File: src/rtl/lsf_pkg.sv
// ----------------------------------------------------------------------------
// lsf_pkg
// shared widths, status codes and controller/datapath interface types
// ----------------------------------------------------------------------------
package lsf_pkg;

    localparam int MAX_POINTS_DEF = 65536;
    localparam int CNT_W   = 17;
    localparam int SLOPE_W = 34;
    localparam int ICPT_W  = 48;
    localparam int R2_W    = 17;
    localparam int STAT_W  = 2;
    localparam int WIDE_W  = 128;
    localparam int OP_W    = 64;
    localparam int DIVN_W  = 96;
    localparam int SEL_W   = 4;

    localparam logic [STAT_W-1:0] ST_OK       = 2'd0;
    localparam logic [STAT_W-1:0] ST_FEW      = 2'd1;
    localparam logic [STAT_W-1:0] ST_NO_XSPRD = 2'd2;
    localparam logic [STAT_W-1:0] ST_TOO_MANY = 2'd3;

    // product schedule: even steps set the target, odd steps subtract; MS_RNUM and MS_RDEN only load their product
    localparam logic [SEL_W-1:0] MS_N_SX2  = 4'd0;
    localparam logic [SEL_W-1:0] MS_SX_SX  = 4'd1;
    localparam logic [SEL_W-1:0] MS_N_SY2  = 4'd2;
    localparam logic [SEL_W-1:0] MS_SY_SY  = 4'd3;
    localparam logic [SEL_W-1:0] MS_N_SXY  = 4'd4;
    localparam logic [SEL_W-1:0] MS_SX_SY  = 4'd5;
    localparam logic [SEL_W-1:0] MS_SY_SX2 = 4'd6;
    localparam logic [SEL_W-1:0] MS_SX_SXY = 4'd7;
    localparam logic [SEL_W-1:0] MS_RNUM   = 4'd8;
    localparam logic [SEL_W-1:0] MS_RDEN   = 4'd9;

    typedef struct packed {
        logic             acc_en;
        logic             mul_start;
        logic [SEL_W-1:0] mul_sel;
        logic             div_start;
        logic             div_icpt;
        logic             r2_start;
        logic             load_out;
    } lsf_cmd_t;

    typedef struct packed {
        logic mul_done;
        logic div_done;
        logic r2_done;
        logic fit_err;
        logic out_free;
    } lsf_stat_t;

endpackage

File: src/rtl/lsf_ctrl.sv
// ----------------------------------------------------------------------------
// lsf_ctrl
// sequencer for accumulation, product schedule, divisions and r^2
// ----------------------------------------------------------------------------
module lsf_ctrl import lsf_pkg::*; (
    input  logic      aclk,
    input  logic      aresetn,
    input  logic      s_tvalid,
    input  logic      s_tlast,
    input  lsf_stat_t stat,
    output lsf_cmd_t  cmd
);

    localparam logic [3:0] S_ACC  = 4'd0;
    localparam logic [3:0] S_MUL  = 4'd1;
    localparam logic [3:0] S_MULW = 4'd2;
    localparam logic [3:0] S_CHK  = 4'd3;
    localparam logic [3:0] S_DS   = 4'd4;
    localparam logic [3:0] S_DSW  = 4'd5;
    localparam logic [3:0] S_DI   = 4'd6;
    localparam logic [3:0] S_DIW  = 4'd7;
    localparam logic [3:0] S_R2   = 4'd8;
    localparam logic [3:0] S_R2W  = 4'd9;
    localparam logic [3:0] S_OUT  = 4'd10;

    logic [3:0]       state_reg, state_next;
    logic [SEL_W-1:0] step_reg, step_next;

    always_comb begin
        state_next    = state_reg;
        step_next     = step_reg;
        cmd           = '0;
        cmd.mul_sel   = step_reg;
        unique case (state_reg)
            S_ACC: begin
                cmd.acc_en = 1'b1;
                step_next  = MS_N_SX2;
                if (s_tvalid && s_tlast)
                    state_next = S_MUL;
            end
            S_MUL: begin
                cmd.mul_start = 1'b1;
                state_next    = S_MULW;
            end
            S_MULW: begin
                if (stat.mul_done) begin
                    step_next  = step_reg + SEL_W'(1);
                    state_next = (step_reg == MS_RDEN) ? S_CHK : S_MUL;
                end
            end
            S_CHK:  state_next = stat.fit_err ? S_OUT : S_DS;
            S_DS: begin
                cmd.div_start = 1'b1;
                state_next    = S_DSW;
            end
            S_DSW:  if (stat.div_done) state_next = S_DI;
            S_DI: begin
                cmd.div_start = 1'b1;
                cmd.div_icpt  = 1'b1;
                state_next    = S_DIW;
            end
            S_DIW:  if (stat.div_done) state_next = S_R2;
            S_R2: begin
                cmd.r2_start = 1'b1;
                state_next   = S_R2W;
            end
            S_R2W:  if (stat.r2_done) state_next = S_OUT;
            S_OUT: begin
                if (stat.out_free) begin
                    cmd.load_out = 1'b1;
                    state_next   = S_ACC;
                end
            end
            default: state_next = S_ACC;
        endcase
    end

    always_ff @(posedge aclk) begin
        if (!aresetn) begin
            state_reg <= S_ACC;
            step_reg  <= MS_N_SX2;
        end else begin
            state_reg <= state_next;
            step_reg  <= step_next;
        end
    end

endmodule

File: config.mk
export PLATFORM = sky130hd
export DESIGN_NAME = lsf_ctrl
export DESIGN_NICKNAME = d
export VERILOG_FILES = /design/src/rtl/lsf_pkg.sv /design/src/rtl/lsf_ctrl.sv
export SDC_FILE = /design/constraint.sdc
export NUM_CORES = 1
export LEC_CHECK = 0
export BUFFER_PORTS_ARGS = -buffer_cell sky130_fd_sc_hd__buf_2
export CAP_MARGIN = 20
export CORE_AREA = 2 2 39 41
export CTS_CLUSTER_SIZE = 24
export DETAILED_ROUTE_END_ITERATION = 8
export DIE_AREA = 0 0 41 43
export PLACE_DENSITY = 0.73
export SYNTH_ARGS = -nofsm -noshare
export SYNTH_HDL_FRONTEND = slang
export SYNTH_SLANG_ARGS = --single-unit
File: constraint.sdc
create_clock -name aclk -period 1.6 [get_ports aclk]
set_clock_uncertainty 0.2 [all_clocks]
set_input_delay 0.08 -clock aclk [delete_from_list [all_inputs] [get_ports aclk]]
set_output_delay 0.08 -clock aclk [all_outputs]
set_load 0.005 [all_outputs]
After elaboration in Yosys (flattened, before gate mapping)
Index checks and enable logic that the tools add are counted.

storage, ports and cells
  output and inout port bits = 10
  register bits after elaboration = 8
  bits of input ports = 9

cells by class
  eq/ne operators = 17
  mux-type cells = 18
  add/subtract/negate cells = 1
  reduce and logical (&&, ||, !) cells = 6

operators with widths
  cell                 count
  $pmux 4 s11          1
  $mux 4               8
  $eq 4x3->1 const B   4
  $eq 4x4->1 const B   4
  $ne 2x2->1 const B   6
  $eq 4x2->1 const B   2
  $pmux 4 s2           1
  $mux 1               7
  $reduce_and 6->1     1
  $add 4x1->4 const B  1
  $eq 4x1->1 const B   1
  $logic_not 4->1      1
  $mux 2               1
  $reduce_and 2->1     1
  $reduce_bool 2->1    1
  $reduce_or 2->1      1
  $logic_and 1x1->1    1

Depth between registers and ports, before layout
  word-level depth = 4
  gate-level depth with buffers = 6

Least setup slack after synthesis
Ideal clock, no wire load.

  path kind = register -> register
  start = reg state_reg[2]
  end = reg step_reg[0]
  data required time = 1.285 ns
  cell stages (with the launch flop) = 6
  arrival time = 1.144 ns
  slack = 0.141 ns
  cell sequence = dfxtp_1 buf_6 or3_4 o21ai_1 o21ai_1 and2_1

between the ends
  longest elaborated chain between the ends = 3
  elaborated cells between the ends (all ways) = 6
  classes of those cells = eq/ne: 2; mux: 1; reduce/logical: 3

RTL lines
  item                                                              line            text
  start: declaration                                                lsf_ctrl.sv:26  logic [3:0] state_reg, state_next;
  start signal: assignment                                          lsf_ctrl.sv:83  state_reg <= state_next;
  $eq 4x2->1 or $logic_not 4->1 (tied branches)                     lsf_ctrl.sv:34  unique case (state_reg)
  $ne 2x2->1 (no source line) or $reduce_bool 2->1 (tied branches)  -
  $reduce_and 2->1 (no source line)                                 -
  end signal: assignment                                            lsf_ctrl.sv:84  step_reg <= step_next;
  end: declaration                                                  lsf_ctrl.sv:27  logic [SEL_W-1:0] step_reg, step_next;

Parallel ways exist; a longest one is shown, timed or not.
A chain may end at the register's enable or synchronous reset.

==> run metrics <==
core footprint=approximately 1400 um^2; Reg2Reg Depth=4; Cell Pwr Density=roughly 690 nW/um^2; drt first pass iters=2; clk slew on worst S/H paths=roughly 0.060 ns; # IOs=19; Max Fclk=~0.65 GHz; die area=around 1800 um^2; clk sinks=8; post-synth cell types=36; most frequent cells in the layout=19 x buf_2, 8 x buf_4, 7 x nand2_1, 7 x o21ai_1, 5 x dfxtp_1; Hold Path Depth=4; Post-route DRC=0; Final period util=0.962; number of global-route vias before repair=approximately 620; final slew viol count=0; CTS root buffer=clkbuf_4; reg2reg start=state_reg[2]; first-pass GRT wire length=roughly 2.6 mm; Syn Area/Cell=roughly 7.7 um^2; Critical Path, Cell by Cell=or3_4, nor2_1, buf_2; GR Overflow Total=0; FP Rows=14; largest net degree at the start of global routing=15; routed vias/inst=5.63; CTS tree=done; largest fanout on the critical path=9; Port Buffer Count=18; # H-tree levels=1; R2R Path End=step_reg[1]; Synth-to-Final Area Change=34.7%; CTS Buffer Depth=2; Setup crit start=state_reg[2]; Critical Path AT=between 1 and 1.5 ns; CTS buffer count=3; worst slew pin tran=about 0.33 ns; VDD IR-drop max=between 0.3 and 0.4 mV; hold_sp=stat[4]; startpoint types=flop; Cells after Synth=slightly below 80; flop-to-flop setup slack=0.13 ns; Yosys reg bits=8; total wire length=around 1.6 mm; register area share after synthesis=0.263; Starting DRT DRC Count=7; Initial Util=0.440; nets=119; Pwr Total=around 0.57 mW; status=complete, no violations; worst min path class=in -> reg; Pleak=between 0.3 and 0.4 nW; hold endpoint=step_reg[2]; commonest non-fill, non-tap cell in the layout=buf_2; Finished Core Util=0.593; Crit. End Element=primary output; min Tclk post-route=around 1.5 ns; Relative slew margins=0.776; CP Class=reg -> out; Slowest cell on crit path=or3_4; syn_nets=90; Synthesis Warnings=0; Worst-Skew Late Latency=~0.26 ns; GRT Util Overall=0.212; Routed Antenna Nets=0; gpl congestion=around 0.74; critical path required time=1.32 ns; drt wl/cell=between 10 and 15 um; final setup vio count=0; Syn Std Cell Area=between 600 and 700 um^2; final-report hold violation count=0; vias=687; Die W=roughly 40 um; fillers=around 140; Die H=~43 um; layout cells sized above 1=0.377; max-capacitance violation count=0; ANT cells=0; RSZ-0062 raised after global routing=no; DP HPWL=about 1.1 mm; CP max stage delay=0.44 ns; setup TNS=0 ns; initial antenna violation count=0
[cell usage after synthesis]
| cell type | count | area share |
|---|---|---|
| and4b_1 | 1 | 0.016 |
| clkbuf_1 | 2 | 0.012 |
| o22ai_1 | 1 | 0.010 |
| o21a_1 | 2 | 0.025 |
| a221oi_2 | 1 | 0.025 |
| o31ai_1 | 1 | 0.012 |
| or3_1 | 1 | 0.010 |
| dfxtp_1 | 8 | 0.26 |
| nor3b_1 | 2 | 0.025 |
| a21oi_1 | 3 | 0.025 |
| nand4_1 | 2 | 0.021 |
| nor4_1 | 2 | 0.021 |
| o21ai_0 | 4 | 0.033 |
| a21oi_2 | 1 | 0.014 |
| a31oi_1 | 1 | 0.010 |
| o41ai_1 | 1 | 0.014 |
| ha_1 | 2 | 0.041 |
| nand3_1 | 2 | 0.016 |
| or3_4 | 1 | 0.018 |
| nor4_2 | 1 | 0.021 |
| and3b_1 | 1 | 0.014 |
| and2_1 | 4 | 0.041 |
| a21boi_0 | 1 | 0.012 |
| buf_6 | 1 | 0.018 |
| nor3_1 | 2 | 0.016 |
| a21boi_1 | 1 | 0.012 |
| buf_4 | 2 | 0.025 |
| o211a_1 | 1 | 0.016 |
| nor2b_1 | 2 | 0.021 |
| buf_2 | 1 | 0.0082 |
| nand2_1 | 7 | 0.043 |
| nor2_1 | 4 | 0.025 |
| inv_1 | 4 | 0.025 |
| o21ai_1 | 6 | 0.049 |
| a21o_1 | 1 | 0.012 |
| nor4b_1 | 2 | 0.029 |
[metal layers]
metal  track usage  vias to the layer above  wire length (um)
met5             0                        -                 0
met4         0.120                        0                34
met3        0.0314                        5                70
met2         0.328                       18               749
met1         0.264                      317               717
li1              -                      347                 -
[kinds of logic (layout without fill, tap and decap cells)]
logic type / Yosys count / count (layout) / share of synthesized area
AO/OA/AOI/OAI: 25 / 25 / 0.271
flip-flops: 8 / 8 / 0.263
adder cells (fa/ha/maj): 2 / 2 / 0.0411
AND/OR/NAND/NOR: 34 / 34 / 0.337
buffers and inverters: 10 / 37 / 0.0883
[layout make-up]
cell class              instances  area, um^2  share of cell area
multi-input cells              61         409               0.498
repair buffers                 30         185               0.226
flip-flops and latches          8         169               0.206
clock buffers                   3        22.5              0.0274
well taps                      16        20.0              0.0244
inverters                       4        15.0              0.0183
[power breakdown]
group	internal [mW]	total [mW]	switching, mW
clock	0.0861	0.159	0.0728
sequential	0.210	0.229	0.0193
combinational	0.0916	0.181	0.0892
[worst max path at each step]
stage | to | slack (ns) | cells past startpoint
final | cmd[9] | 0.06 | 3
after global routing | cmd[1] | 0.02 | 4
after CTS | cmd[9] | 0.01 | 3
after detailed placement | state_reg[1] | -0.01 | 4
after global placement | state_reg[1] | 0.08 | 4
after floorplan | step_reg[0] | 0.14 | 5
[metrics by stage]
step	instances	hold slack (ns)	setup WS, ns	area [um^2]
final	122	0.0770	0.0612	821
after global routing	122	0.0966	0.0199	821
after CTS	121	0.0740	0.0150	798
after detailed placement	115	0.188	-0.0127	741
after global placement	115	0.182	0.0773	741
after floorplan	79	-0.00221	0.141	609
[critical path, delay by kind of cell, from the launching register on]
family | cells | cell delay, ns
and+or+nand+nor | 2 | 0.53
buffers and inverters | 1 | 0.11
DFF | 1 | 0.36
[repair_timing]
action	CTS	global route
endpoints found under the setup margin	5	6
resized for setup	3	6
hold endpoints to repair	8	0
hold buffers	3	0
setup buffers	0	1
Power figures use the tool's default switching activity.
